[config.mk]
export PLATFORM = sky130hd
export DESIGN_NAME = ltq_ctrl
export DESIGN_NICKNAME = d
export VERILOG_FILES = /design/src/design/ltq_pkg.sv /design/src/design/ltq_ctrl.sv
export SDC_FILE = /design/constraint.sdc
export NUM_CORES = 1
export LEC_CHECK = 0
export ABC_AREA = 1
export BUFFER_PORTS_ARGS = -buffer_cell sky130_fd_sc_hd__buf_4
export CAP_MARGIN = 20
export CORE_AREA = 3 3 40 42
export DETAILED_ROUTE_END_ITERATION = 12
export DIE_AREA = 0 0 43 45
export PLACE_DENSITY = 0.8
export SLEW_MARGIN = 20
export SYNTH_ARGS = -nofsm -noshare
export SYNTH_HDL_FRONTEND = slang
export SYNTH_SLANG_ARGS = --single-unit
[constraint.sdc]
create_clock -name clk -period 2.25 [get_ports clk]
set_input_delay 0.1125 -clock clk [delete_from_list [all_inputs] [get_ports clk]]
set_output_delay 0.1125 -clock clk [all_outputs]
set_load 0.1 [all_outputs]
[src/design/ltq_pkg.sv]
// ----------------------------------------------------------------------------
// ltq_pkg
// Shared constants, codes and controller/datapath interface types for the
// last trigger time query block.
// ----------------------------------------------------------------------------
package ltq_pkg;

  localparam int TABLE_DEPTH_DEF = 1024;
  localparam int MAX_TIMES_DEF   = 16;

  // Input operation codes
  localparam logic [2:0] OP_QUERY   = 3'd0;
  localparam logic [2:0] OP_APP_BT  = 3'd1;
  localparam logic [2:0] OP_APP_ON  = 3'd2;
  localparam logic [2:0] OP_APP_MO  = 3'd3;
  localparam logic [2:0] OP_CLEAR   = 3'd4;

  // Trigger sources
  localparam logic [1:0] SRC_BEAT   = 2'd0;
  localparam logic [1:0] SRC_ONSET  = 2'd1;
  localparam logic [1:0] SRC_MOMENT = 2'd2;
  localparam logic [1:0] SRC_REPEAT = 2'd3;

  // Register indexes
  localparam logic [2:0] REG_SRC    = 3'd0;
  localparam logic [2:0] REG_EVERY  = 3'd1;
  localparam logic [2:0] REG_FIRST  = 3'd2;
  localparam logic [2:0] REG_THR    = 3'd3;
  localparam logic [2:0] REG_KIND   = 3'd4;
  localparam logic [2:0] REG_PERIOD = 3'd5;
  localparam logic [2:0] REG_PHASE  = 3'd6;
  localparam logic [2:0] REG_MAXT   = 3'd7;

  typedef struct packed {
    logic load;
    logic set_srch;
    logic take;
    logic dec_i;
    logic div_beat;
    logic div_rep;
    logic beat_adj;
    logic beat_step;
    logic rep_init;
    logic rep_step;
    logic fin;
  } cmd_t;

  typedef struct packed {
    logic [1:0] src;
    logic       limit_zero;
    logic       count_zero;
    logic       i_zero;
    logic       le;
    logic       match;
    logic       cnt_last;
    logic       i_lt_first;
    logic       d_lt_every;
    logic       k_zero;
    logic       rep_bad;
    logic       div_done;
  } sts_t;

endpackage

[src/design/ltq_ctrl.sv]
// ----------------------------------------------------------------------------
// ltq_ctrl
// Query sequencer: backward search and walk of a table, beat stride setup
// through the divider, and the periodic repeat walk.
// ----------------------------------------------------------------------------
module ltq_ctrl (
  input  logic          clk,
  input  logic          rst_n,
  input  logic          start,
  input  logic [2:0]    in_op,
  output logic          busy,
  output logic          acc,
  output ltq_pkg::cmd_t cmd,
  input  ltq_pkg::sts_t sts
);

  localparam logic [3:0] S_IDLE = 4'd0;
  localparam logic [3:0] S_QSET = 4'd1;
  localparam logic [3:0] S_SRD  = 4'd2;
  localparam logic [3:0] S_SCHK = 4'd3;
  localparam logic [3:0] S_BDIV = 4'd4;
  localparam logic [3:0] S_BRD  = 4'd5;
  localparam logic [3:0] S_BCHK = 4'd6;
  localparam logic [3:0] S_RDIV = 4'd7;
  localparam logic [3:0] S_RWLK = 4'd8;
  localparam logic [3:0] S_FIN  = 4'd9;

  logic [3:0] state_r, state_nxt;

  // track whether the search point has been passed in this walk
  logic srch_hit_r, srch_hit;
  assign srch_hit = srch_hit_r;

  assign busy = (state_r != S_IDLE);
  assign acc  = start && !busy;

  always_comb begin
    state_nxt = state_r;
    cmd       = '0;
    case (state_r)
      S_IDLE: begin
        if (acc && in_op == ltq_pkg::OP_QUERY) begin
          cmd.load  = 1'b1;
          state_nxt = S_QSET;
        end
      end
      S_QSET: begin
        if (sts.limit_zero) begin
          state_nxt = S_FIN;
        end else if (sts.src == ltq_pkg::SRC_REPEAT) begin
          if (sts.rep_bad) begin
            state_nxt = S_FIN;
          end else begin
            cmd.div_rep = 1'b1;
            state_nxt   = S_RDIV;
          end
        end else if (sts.count_zero) begin
          state_nxt = S_FIN;
        end else begin
          state_nxt = S_SRD;
        end
      end
      S_SRD: state_nxt = S_SCHK;
      S_SCHK: begin
        if (sts.src == ltq_pkg::SRC_BEAT) begin
          if (sts.le) begin
            if (sts.i_lt_first) begin
              state_nxt = S_FIN;
            end else begin
              cmd.div_beat = 1'b1;
              state_nxt    = S_BDIV;
            end
          end else if (sts.i_zero) begin
            state_nxt = S_FIN;
          end else begin
            cmd.dec_i = 1'b1;
            state_nxt = S_SRD;
          end
        end else begin
          // once the search point is found, lower entries are walked until the limit is met
          if (sts.le) cmd.set_srch = 1'b1;
          if ((sts.le || srch_hit) && sts.match) begin
            cmd.take = 1'b1;
          end
          if ((sts.le || srch_hit) && sts.match && sts.cnt_last) begin
            state_nxt = S_FIN;
          end else if (sts.i_zero) begin
            state_nxt = S_FIN;
          end else begin
            cmd.dec_i = 1'b1;
            state_nxt = S_SRD;
          end
        end
      end
      S_BDIV: begin
        if (sts.div_done) begin
          cmd.beat_adj = 1'b1;
          state_nxt    = S_BRD;
        end
      end
      S_BRD: state_nxt = S_BCHK;
      S_BCHK: begin
        cmd.take = 1'b1;
        if (sts.cnt_last || sts.d_lt_every) begin
          state_nxt = S_FIN;
        end else begin
          cmd.beat_step = 1'b1;
          state_nxt     = S_BRD;
        end
      end
      S_RDIV: begin
        if (sts.div_done) begin
          cmd.rep_init = 1'b1;
          state_nxt    = S_RWLK;
        end
      end
      S_RWLK: begin
        cmd.take = 1'b1;
        if (sts.cnt_last || sts.k_zero) begin
          state_nxt = S_FIN;
        end else begin
          cmd.rep_step = 1'b1;
        end
      end
      S_FIN: begin
        cmd.fin   = 1'b1;
        state_nxt = S_IDLE;
      end
      default: state_nxt = S_IDLE;
    endcase
  end

  always_ff @(posedge clk) begin
    if (!rst_n) begin
      state_r    <= S_IDLE;
      srch_hit_r <= 1'b0;
    end else begin
      state_r <= state_nxt;
      if (cmd.load) begin
        srch_hit_r <= 1'b0;
      end else if (cmd.set_srch) begin
        srch_hit_r <= 1'b1;
      end
    end
  end

endmodule

==> results of run 1 <==
==> report_power, final <==
part           total [µW]  leakage, µW  switching [µW]  internal [µW]
sequential           93.6    0.0000404            2.78           90.8
clock                 102    0.0000150            35.2           67.0
combinational         114     0.000477            73.8           40.0
==> logic make-up (layout without fill, tap and decap cells) <==
group,count (synthesis),in the layout,share of synthesized area
flops,5,5,0.177
compound gates,11,11,0.104
buf+inv,27,62,0.180
simple gates,73,73,0.539
==> how the worst min path moves through the flow <==
stage | cells past startpoint | endpoint | start
after floorplan | 2 | state_r[1]$_SDFFE_PN0P_ | rst_n
after global placement | 3 | state_r[1]$_SDFFE_PN0P_ | rst_n
after detailed placement | 3 | state_r[1]$_SDFFE_PN0P_ | rst_n
after CTS | 3 | state_r[1]$_SDFFE_PN0P_ | rst_n
after global routing | 3 | state_r[1]$_SDFFE_PN0P_ | rst_n
final | 3 | state_r[1]$_SDFFE_PN0P_ | rst_n
==> tightest hold or removal path: stages <==
cell     delay, ns
buf_4         0.09
nand2_1       0.04
inv_1         0.04
==> cells in the mapped netlist <==
library cell  count  share of area
a21oi_1           5          0.044
a21oi_2           1          0.016
dfxtp_1           5           0.18
inv_1            26           0.17
inv_2             1         0.0066
nand2_1          37           0.25
nand2_2           1          0.011
nand3_1           3          0.027
nand4_1           2          0.022
nor2_1           22           0.15
nor2_2            2          0.022
nor3_1            4          0.035
nor3_2            1          0.018
o21ai_0           5          0.044
or2_2             1          0.011
==> flip-flops by register name, summed over array words and instances, names as in the netlist <==
register  flops
state_r       4
srch_hit      1
==> per-layer routing <==
layer,part of all wire,track usage
met1,0.43,0.212
met2,0.51,0.332
met3,0.061,0.0239
met4,0,0.0361
met5,0,0
==> layout make-up <==
cell class	instances	area (µm²)	area share
clock buffer	4	26.3	0.0304
inverter	27	101	0.117
multi-input combinational	84	384	0.445
sequential	5	100	0.116
tap	15	18.8	0.0217
timing repair buffer	31	233	0.270
==> stage by stage <==
| stage | cell area (µm²) | utilization | hold slack [ns] | setup slack, ns | power (µW) |
|---|---|---|---|---|---|
| after floorplan | 586 | - | 0.210 | -0.129 | 168 |
| after global placement | 837 | 0.651 | 0.316 | 0.852 | 206 |
| after detailed placement | 837 | 0.651 | 0.323 | 0.809 | 208 |
| after CTS | 863 | 0.672 | 0.0756 | 0.549 | 311 |
| after global routing | 863 | 0.672 | 0.0946 | 0.437 | 329 |
| final | 863 | 0.672 | 0.0752 | 0.522 | 310 |
==> flow_summary_export.csv, run 1 <==
group,metric,value,unit
power,p_leak,0.000532,µW
synthesis,syn_area,564,µm²
power,vdd_drop_max,0.240,mV
final_layout,final.fill_count,129,
final_layout,layout_commonest_cell,"nand2_1",
clock_tree,path_clk_slew,0.05,ns
worst_setup_path,r2r_start,"state_r[1]$_SDFFE_PN0P_",
floorplanning,initial_utilization,0.439,
clock_tree,cts_htree_levels,1,
final_layout,num_antenna_cells,0,
global_route,grtUsageTotal,0.176,
synthesis,synth.distinct_cells,15,
timing,fin_tns_setup,0,ns
detailed_routing,ant_nets,0,
detailed_routing,vias,794,
clock_tree,ctsResizeCount,0,
timing,max-slew-margin-rel,0.785,
worst_setup_path,crit_end,"cmd[10]",
worst_hold_path,min_path_type,"in2reg",
synthesis,ys_seq_area_frac,0.177,
place,portBuffers,31,
worst_setup_path,r2r-end,"state_r[3]$_SDFFE_PN0P_",
detailed_routing,vias_per_cell,4.78,
synthesis,synth_nets,135,
floorplanning,io_pins,32,
timing,rsz0062_at_grt,"no",
clock_tree,cts_buffer_depth,2,
timing,maxSlewViolCount,0,
detailed_routing,routed_wl,1.65,mm
detailed_routing,post-route-drc-count,0,
detailed_routing,first_pass_iters,4,
worst_setup_path,crit_start,"state_r[1]$_SDFFE_PN0P_",
worst_setup_path,cp_num_buf_inv,3,
clock_tree,ctsHoldBuffers,0,
clock_tree,post_cts_buffers,0,
floorplanning,die_x,43,µm
status,status,"complete, no violations",
worst_setup_path,critPathLaunchType,"flop",
worst_setup_path,cpPeakStageDelay,0.36,ns
global_route,antenna_found_initial,0,
floorplanning,rows,13,
timing,min_period_over_period,0.768,
timing,finalCriticalPeriod,1.73,ns
worst_setup_path,cp_top_family,"buffers and inverters",
clock_tree,clkSinkCount,5,
timing,worst_pin_slew,0.322,ns
clock_tree,clockRootBuffer,"clkbuf_4",
global_route,grt_max_degree,7,
timing,final_hold_viol_count,0,
worst_setup_path,critical_path_class,"reg2out",
place,hpwl,1.47,mm
timing,fmax,579,MHz
floorplanning,dieArea,0.00194,mm²
place,place_congestion,0.809,
worst_setup_path,critPathSlowestCell,"dfxtp_1",
worst_setup_path,end_kind,"primary output",
final_layout,syn_to_final_growth,53.0,%
global_route,grt_pass1_vias,693,
worst_setup_path,critPathMaxFanout,6,
worst_setup_path,cp_num_cells,6,
timing,finClkSkew,0.00562,ns
timing,setup_viol,0,
synthesis,avgSynthCellArea,4.86,µm²
final_layout,stdcell_count,166,
clock_tree,clock_latency,0.24,ns
global_route,grt_pass1_wl,2.64,mm
synthesis,synth-seq-cells,5,
worst_setup_path,cp.required,2.14,ns
clock_tree,cts_tree,"yes",
floorplanning,fp.dieH,45,µm
synthesis,postSynthCellCount,116,
detailed_routing,drt_iter0_drc,19,
final_layout,fin_nets,171,
worst_setup_path,path_cells,"nor2_1, inv_1, nor2_1, inv_1, nor3_4, buf_4",
global_route,overflow,0,
synthesis,ys_warn_count,0,
worst_setup_path,r2r_cells,8,
worst_setup_path,rrSetupSlack,0.83,ns
power,powerDensity,359,mW/mm²
worst_setup_path,arrival,1.62,ns
final_layout,drive_above_1_share,0.298,
clock_tree,cts_made_buffers,3,
detailed_routing,wl_per_cell,9.95,µm
floorplanning,coreArea,0.00128,mm²
place,placedCellCount,162,
final_layout,layout_common_cells,"37 x nand2_1, 31 x buf_4, 26 x inv_1",
run,drv_cap,0,
Note: power is estimated with default switching activity, not from simulation.
==> inputs of run 2 (changes only) <==
--- a/config.mk
+++ b/config.mk
@@ -5,13 +5,13 @@
 export SDC_FILE = /design/constraint.sdc
 export NUM_CORES = 1
 export LEC_CHECK = 0
-export ABC_AREA = 1
+export ABC_AREA = 0
 export BUFFER_PORTS_ARGS = -buffer_cell sky130_fd_sc_hd__buf_4
 export CAP_MARGIN = 20
-export CORE_AREA = 3 3 40 42
+export CORE_MARGIN = 3
+export CORE_UTILIZATION = 38
 export DETAILED_ROUTE_END_ITERATION = 12
-export DIE_AREA = 0 0 43 45
-export PLACE_DENSITY = 0.8
+export PLACE_DENSITY = 0.76
 export SLEW_MARGIN = 20
 export SYNTH_ARGS = -nofsm -noshare
 export SYNTH_HDL_FRONTEND = slang
==> constraint.sdc (replaced) <==
create_clock -name clk -period 1.51 [get_ports clk]
set_input_delay 0.0755 -clock clk [delete_from_list [all_inputs] [get_ports clk]]
set_output_delay 0.0755 -clock clk [all_outputs]
set_load 0.1 [all_outputs]
==> flow_summary_export.csv, run 2 <==
group,metric,value,unit
floorplanning,io_pins,32,
synthesis,synth_top_area_cell,"dfxtp_1",
synthesis,synth.distinct_cells,44,
place,hpwl,1.76,mm
timing,worstEpCategory,"output port",
synthesis,ys_seq_area_frac,0.175,
synthesis,synth_edf_count,0,
place,place_congestion,0.839,
floorplanning,initial_utilization,0.424,
timing,crit_endpoint,"cmd[1]",
synthesis,ys_warn_count,0,
status,haltStage,"global routing (5_1_grt)",
synthesis,synth_nets,94,
synthesis,synth_top_flop_cell,"dfxtp_1",
synthesis,synth.area.top_cells,"dfxtp_1 18%, nand2b_1 4.4%, nor2_1 3.9%",
floorplanning,die_x,44.8,µm
clock_tree,cts_buffer_depth,2,
synthesis,postSynthCellCount,75,
status,tool.error,"[ERROR DPL-0038] Utilization greater than 100%, impossible to legalize",
clock_tree,clockRootBuffer,"clkbuf_4",
place,dp_slack,-0.177,ns
clock_tree,cts_htree_levels,1,
floorplanning,rows,13,
synthesis,syn_area,572,µm²
clock_tree,clkSinkCount,5,
clock_tree,ctsHoldBuffers,0,
synthesis,yosys-top-cells-count,"6 x nor2_1, 5 x dfxtp_1, 5 x nand2_1",
synthesis,synth.most_common_cell,"nor2_1",
synthesis,avgSynthCellArea,7.62,µm²
global_route,grt_max_degree,15,
status,status,"did not finish",
synthesis,synth-seq-cells,5,
place,portBuffers,31,
synthesis,synthArstFlopShare,0,
floorplanning,fp.dieH,44.8,µm
clock_tree,cts_made_buffers,3,
synthesis,synth_top_area_frac,0.175,
place,dpl_cell_area,0.00108,mm²
## run 2: cell types whose count changed after synthesis, moves of 3 or more
cell	previous run	this run
inv_1	26	3
nor2_1	22	6
nand2_1	37	5
clkbuf_1	0	3
o21ai_0	5	2
nand2b_1	0	4
## run 2: through the flow
step	cells	setup TNS [ns]
3_3_place_gp	138	-0.435
4_1_cts	145	-1.56
2_1_floorplan	75	-1.82
3_5_place_dp	138	-0.523
## run 2: cell families after synthesis
family / after synthesis / share of synthesized area
buffers and inverters: 8 / 0.0569
AO/OA/AOI/OAI: 22 / 0.304
flip-flops: 5 / 0.175
AND/OR/NAND/NOR: 39 / 0.444
multiplexers: 1 / 0.0197
## run 2: repair_timing
item / CTS
setup endpoints to repair: 16
endpoints found under the hold margin: 0
setup buffers: 3
gates resized for setup: 33
pin swaps: 6
==> inputs of run 3 (changes only) <==
--- a/config.mk
+++ b/config.mk
@@ -8,10 +8,10 @@
 export ABC_AREA = 0
 export BUFFER_PORTS_ARGS = -buffer_cell sky130_fd_sc_hd__buf_4
 export CAP_MARGIN = 20
-export CORE_MARGIN = 3
-export CORE_UTILIZATION = 38
+export CORE_AREA = 3 3 64 66
 export DETAILED_ROUTE_END_ITERATION = 12
-export PLACE_DENSITY = 0.76
+export DIE_AREA = 0 0 67 69
+export PLACE_DENSITY_LB_ADDON = 0.15
 export SLEW_MARGIN = 20
 export SYNTH_ARGS = -nofsm -noshare
 export SYNTH_HDL_FRONTEND = slang
==> constraint.sdc (replaced) <==
create_clock -name clk -period 2 [get_ports clk]
set_input_delay 0.1 -clock clk [delete_from_list [all_inputs] [get_ports clk]]
set_output_delay 0.1 -clock clk [all_outputs]
set_load 0.1 [all_outputs]
==> flow_summary_export.csv, run 3 <==
group,metric,value,unit
final_layout,layout_commonest_cell,"buf_4",
clock_tree,cts_buffer_depth,2,
clock_tree,post_cts_buffers,0,
floorplanning,coreArea,0.00363,mm²
clock_tree,path_clk_slew,0.04,ns
worst_hold_path,worstHoldEndpoint,"state_r[2]$_SDFFE_PN0P_",
clock_tree,cts_htree_levels,1,
worst_setup_path,arrival,1.80,ns
worst_hold_path,min_path_type,"in2reg",
clock_tree,cts_tree,"yes",
clock_tree,clockRootBuffer,"clkbuf_8",
synthesis,ys_seq_area_frac,0.175,
global_route,antenna_found_initial,0,
power,power,429,µW
timing,finClkSkew,0.00212,ns
synthesis,ys_warn_count,0,
worst_setup_path,r2r_cells,4,
synthesis,avgSynthCellArea,7.62,µm²
synthesis,synth.most_common_cell,"nor2_1",
synthesis,yosys-top-cells-count,"6 x nor2_1, 5 x dfxtp_1, 5 x nand2_1",
place,hpwl,1.79,mm
detailed_routing,drt_iter0_drc,28,
floorplanning,die_x,67,µm
worst_hold_path,hold_depth,2,
timing,worst_pin_slew,0.443,ns
final_layout,largest_reg_flops,4,
worst_setup_path,crit_start,"state_r[0]$_SDFFE_PN0P_",
synthesis,synth-seq-cells,5,
detailed_routing,wl_per_cell,13.1,µm
timing,fin_tns_setup,0,ns
clock_tree,ctsResizeCount,0,
worst_setup_path,r2r_start,"state_r[0]$_SDFFE_PN0P_",
global_route,grt_max_degree,11,
place,dp_slack,0.233,ns
floorplanning,dieArea,0.00462,mm²
place,place_congestion,0.749,
final_layout,layout_common_cells,"38 x buf_4, 5 x nand2_1, 5 x dfxtp_1",
timing,finalCriticalPeriod,1.90,ns
place,portBuffers,31,
run,drv_cap,0,
worst_setup_path,critical_path_class,"reg2out",
worst_setup_path,critPathMaxFanout,9,
detailed_routing,ant_nets,0,
timing,final_hold_viol_count,0,
timing,min_period_over_period,0.949,
synthesis,synthArstFlopShare,0,
final_layout,num_antenna_cells,0,
detailed_routing,post-route-drc-count,0,
worst_setup_path,rrSetupSlack,0.24,ns
status,status,"complete, no violations",
clock_tree,clkSinkCount,5,
final_layout,drive_above_1_share,0.491,
global_route,grt_pass1_vias,741,
detailed_routing,vias_per_cell,4.49,
synthesis,synth_nets,94,
clock_tree,cts_made_buffers,3,
floorplanning,fp.dieH,69,µm
detailed_routing,routed_wl,2.12,mm
detailed_routing,vias,727,
power,p_leak,0.000414,µW
worst_setup_path,cp.required,1.90,ns
global_route,overflow,0,
global_route,grtUsageTotal,0.0989,
clock_tree,clock_latency,0.22,ns
synthesis,synth_top_area_frac,0.175,
worst_setup_path,r2r-end,"state_r[2]$_SDFFE_PN0P_",
synthesis,synth_top_flop_cell,"dfxtp_1",
timing,setup_viol,0,
final_layout,fin_nets,134,
synthesis,synth_top_area_cell,"dfxtp_1",
synthesis,synth_edf_count,0,
worst_setup_path,critPathLaunchType,"flop",
synthesis,syn_area,572,µm²
timing,max-slew-margin-rel,0.702,
final_layout,regMostFlops,"state_r",
timing,fmax,527,MHz
clock_tree,ctsHoldBuffers,0,
floorplanning,rows,22,
worst_hold_path,min_from,"rst_n",
synthesis,synth.distinct_cells,44,
timing,maxSlewViolCount,0,
synthesis,synth.area.top_cells,"dfxtp_1 18%, nand2b_1 4.4%, nor2_1 3.9%",
worst_setup_path,end_kind,"primary output",
detailed_routing,first_pass_iters,4,
timing,rsz0062_at_grt,"no",
power,powerDensity,427,mW/mm²
floorplanning,initial_utilization,0.157,
floorplanning,io_pins,32,
power,vdd_drop_max,0.136,mV
final_layout,syn_to_final_growth,75.7,%
synthesis,postSynthCellCount,75,
final_layout,utilization,0.277,
global_route,grt_pass1_wl,3.53,mm
timing,setup_slack,0.101,ns
[run 3: cell counts after synthesis]
No cell type changed its count.
[run 3: area by class of cell]
type | count | area (µm²)
Fill cell | 419 | 2630
Sequential cell | 5 | 100
Timing Repair Buffer | 39 | 297
Inverter | 4 | 16.3
Clock buffer | 4 | 45.0
Tap cell | 48 | 60.1
Multi-Input combinational cell | 62 | 487
[run 3: power breakdown]
part / internal (µW) / switching, µW
Combinational: 53.2 / 79.2
Sequential: 102 / 4.51
Clock: 137 / 52.9
[run 3: worst max-delay path: stages, from the launching register on]
cell	delay (ns)
dfxtp_1	0.37
or4b_4	0.56
or3_4	0.36
clkinv_2	0.07
buf_6	0.21
[run 3: through the flow]
step	cells	hold WS (ns)	area (µm²)
after global routing	162	0.146	1000
after global placement	158	0.355	956
after detailed placement	158	0.361	956
final	162	0.129	1000
after CTS	162	0.123	1000
after floorplan	75	0.233	619
[run 3: logic make-up (layout without fill, tap and decap cells)]
logic type,Yosys count,count (layout),synth area share
DFF,5,5,0.175
AOI/OAI and AO/OA,22,22,0.304
muxes,1,1,0.0197
and+or+nand+nor,39,39,0.444
buffers and inverters,8,47,0.0569
[run 3: per-layer routing]
| layer | vias to the layer above | routed length (µm) | GRT usage |
|---|---|---|---|
| met1 | 338 | 955 | 0.128 |
| li1 | 372 | - | - |
| met5 | - | 0 | 0 |
| met3 | 2 | 85 | 0.0309 |
| met4 | 0 | 16 | 0.0270 |
| met2 | 15 | 1060 | 0.156 |
[run 3: how the worst max path moves through the flow]
| stage | end | slack [ns] |
|---|---|---|
| floorplan | cmd[3] | -0.42 |
| global placement | state_r[2]$_SDFFE_PN0P_ | 0.25 |
| detailed placement | state_r[2]$_SDFFE_PN0P_ | 0.23 |
| CTS | cmd[1] | 0.03 |
| global route | cmd[1] | 0.03 |
| finish | cmd[1] | 0.10 |
==> inputs of run 4 (changes only) <==
--- a/config.mk
+++ b/config.mk
@@ -9,6 +9,7 @@
 export BUFFER_PORTS_ARGS = -buffer_cell sky130_fd_sc_hd__buf_4
 export CAP_MARGIN = 20
 export CORE_AREA = 3 3 64 66
+export CTS_BUF_LIST = sky130_fd_sc_hd__clkbuf_8
 export DETAILED_ROUTE_END_ITERATION = 12
 export DIE_AREA = 0 0 67 69
 export PLACE_DENSITY_LB_ADDON = 0.15
==> flow_summary_export.csv, run 4 (synthesized netlist as in run 3, its figures left out) <==
group,metric,value,unit
status,status,"complete, no violations",
global_route,grtUsageTotal,0.0989,
final_layout,syn_to_final_growth,75.7,%
final_layout,multi_input_area,487,µm²
floorplanning,die_x,67,µm
power,p_leak,0.000419,µW
final_layout,layout_commonest_cell,"buf_4",
worst_setup_path,cp_top_family,"simple AND/OR/NAND/NOR gates",
timing,fmax,527,MHz
worst_setup_path,end_kind,"primary output",
detailed_routing,routed_wl,2.12,mm
worst_setup_path,critPathMaxFanout,9,
detailed_routing,wl_per_cell,13.1,µm
floorplanning,coreArea,0.00363,mm²
worst_hold_path,min_from,"rst_n",
timing,min_period_over_period,0.949,
worst_setup_path,cp.required,1.90,ns
final_layout,regMostFlops,"state_r",
timing,final_hold_viol_count,0,
worst_setup_path,cp_num_buf_inv,2,
floorplanning,initial_utilization,0.157,
power,power_frac_seq,0.252,
final_layout,num_antenna_cells,0,
final_layout,drive_above_1_share,0.491,
clock_tree,path_clk_slew,0.04,ns
clock_tree,clkSinkCount,5,
floorplanning,dieArea,0.00462,mm²
detailed_routing,ant_nets,0,
worst_setup_path,r2r_start,"state_r[0]$_SDFFE_PN0P_",
power,swShare,0.323,
worst_setup_path,critPathLaunchType,"flop",
floorplanning,fp.dieH,69,µm
timing,hold-worst-slack,0.129,ns
clock_tree,clockRootBuffer,"clkbuf_8",
clock_tree,cts_tree,"yes",
timing,rsz0062_at_grt,"no",
final_layout,seq_area,100,µm²
power,p_comb_frac,0.312,
timing,setup_viol,0,
worst_setup_path,arrival,1.80,ns
place,place_congestion,0.749,
clock_tree,cts_buffer_depth,2,
power,clockPowerShare,0.436,
clock_tree,post_cts_buffers,0,
place,portBuffers,31,
global_route,grt_pass1_vias,741,
final_layout,fin_nets,134,
final_layout,final.fill_count,419,
detailed_routing,first_pass_iters,4,
clock_tree,ctsHoldBuffers,0,
clock_tree,cts_made_buffers,3,
clock_tree,clock_latency,0.22,ns
run,drv_cap,0,
worst_setup_path,path_cells,"or4b_4, or3_4, clkinv_2, buf_6",
global_route,grt_max_degree,11,
power,switching_power,137,µW
place,hpwl,1.79,mm
detailed_routing,post-route-drc-count,0,
power,power.internal,288,µW
timing,worst_pin_slew,0.443,ns
timing,fin_tns_setup,0,ns
timing,maxSlewViolCount,0,
timing,finalCriticalPeriod,1.90,ns
power,powerDensity,423,mW/mm²
timing,max-slew-margin-rel,0.702,
worst_hold_path,min_path_type,"in2reg",
global_route,antenna_found_initial,0,
worst_setup_path,critPathSlowestCell,"or4b_4",
power,power,425,µW
worst_setup_path,crit_start,"state_r[0]$_SDFFE_PN0P_",
final_layout,utilization,0.277,
clock_tree,ctsResizeCount,0,
detailed_routing,drt_iter0_drc,28,
power,vdd_drop_max,0.135,mV
detailed_routing,vias,727,
global_route,overflow,0,
worst_setup_path,critical_path_class,"reg2out",
floorplanning,io_pins,32,
timing,finClkSkew,0.00181,ns
floorplanning,rows,22,
detailed_routing,vias_per_cell,4.49,
worst_setup_path,cpPeakStageDelay,0.56,ns
clock_tree,cts_htree_levels,1,
final_layout,largest_reg_flops,4,
global_route,grt_pass1_wl,3.53,mm
final_layout,layout_common_cells,"38 x buf_4, 5 x nand2_1, 5 x dfxtp_1",
[run 4: power by group through the flow]
stage          combinational (µW)  sequential (µW)  clock [µW]
2_1_floorplan                76.8              106           0
3_3_place_gp                  133              108           0
3_5_place_dp                  133              109           0
4_1_cts                       133              107         190
5_1_grt                       142              108         196
6_report                      132              107         185
[run 4: layout make-up]
class / count / area share
clock buffer: 3 / 0.0411
sequential: 5 / 0.0996
clock inverter: 1 / 0.00374
inverter: 4 / 0.0162
tap: 48 / 0.0598
timing repair buffer: 39 / 0.295
multi-input combinational: 62 / 0.484
[run 4: path summary, 6_finish.rpt]
check        cells past startpoint  slack, ns                 endpoint
min                              2       0.13  state_r[2]$_SDFFE_PN0P_
max                              4       0.10                   cmd[1]
min reg2reg                      1       0.57    srch_hit$_SDFFE_PP0P_
max reg2reg                      4       0.24  state_r[2]$_SDFFE_PN0P_
[run 4: stage by stage]
stage          instances  worst slack, ns  cell area [µm²]
2_1_floorplan         75           -0.416              619
6_report             162            0.101             1000
3_3_place_gp         158            0.250              956
4_1_cts              162           0.0319             1000
3_5_place_dp         158            0.233              956
5_1_grt              162           0.0296             1000
[run 4: worst reg2reg max path: cells and delay by family, from the launching register on]
family / cells / cell delay [ns]
DFF: 1 / 0.37
and+or+nand+nor: 3 / 1.10
AOI/OAI and AO/OA: 1 / 0.18
[run 4: per-layer routing]
metal | share of wire | global-route usage | routed length (µm)
met4 | 0.0076 | 0.0270 | 16
met5 | 0 | 0 | 0
met3 | 0.040 | 0.0309 | 85
met1 | 0.45 | 0.128 | 955
met2 | 0.50 | 0.156 | 1060
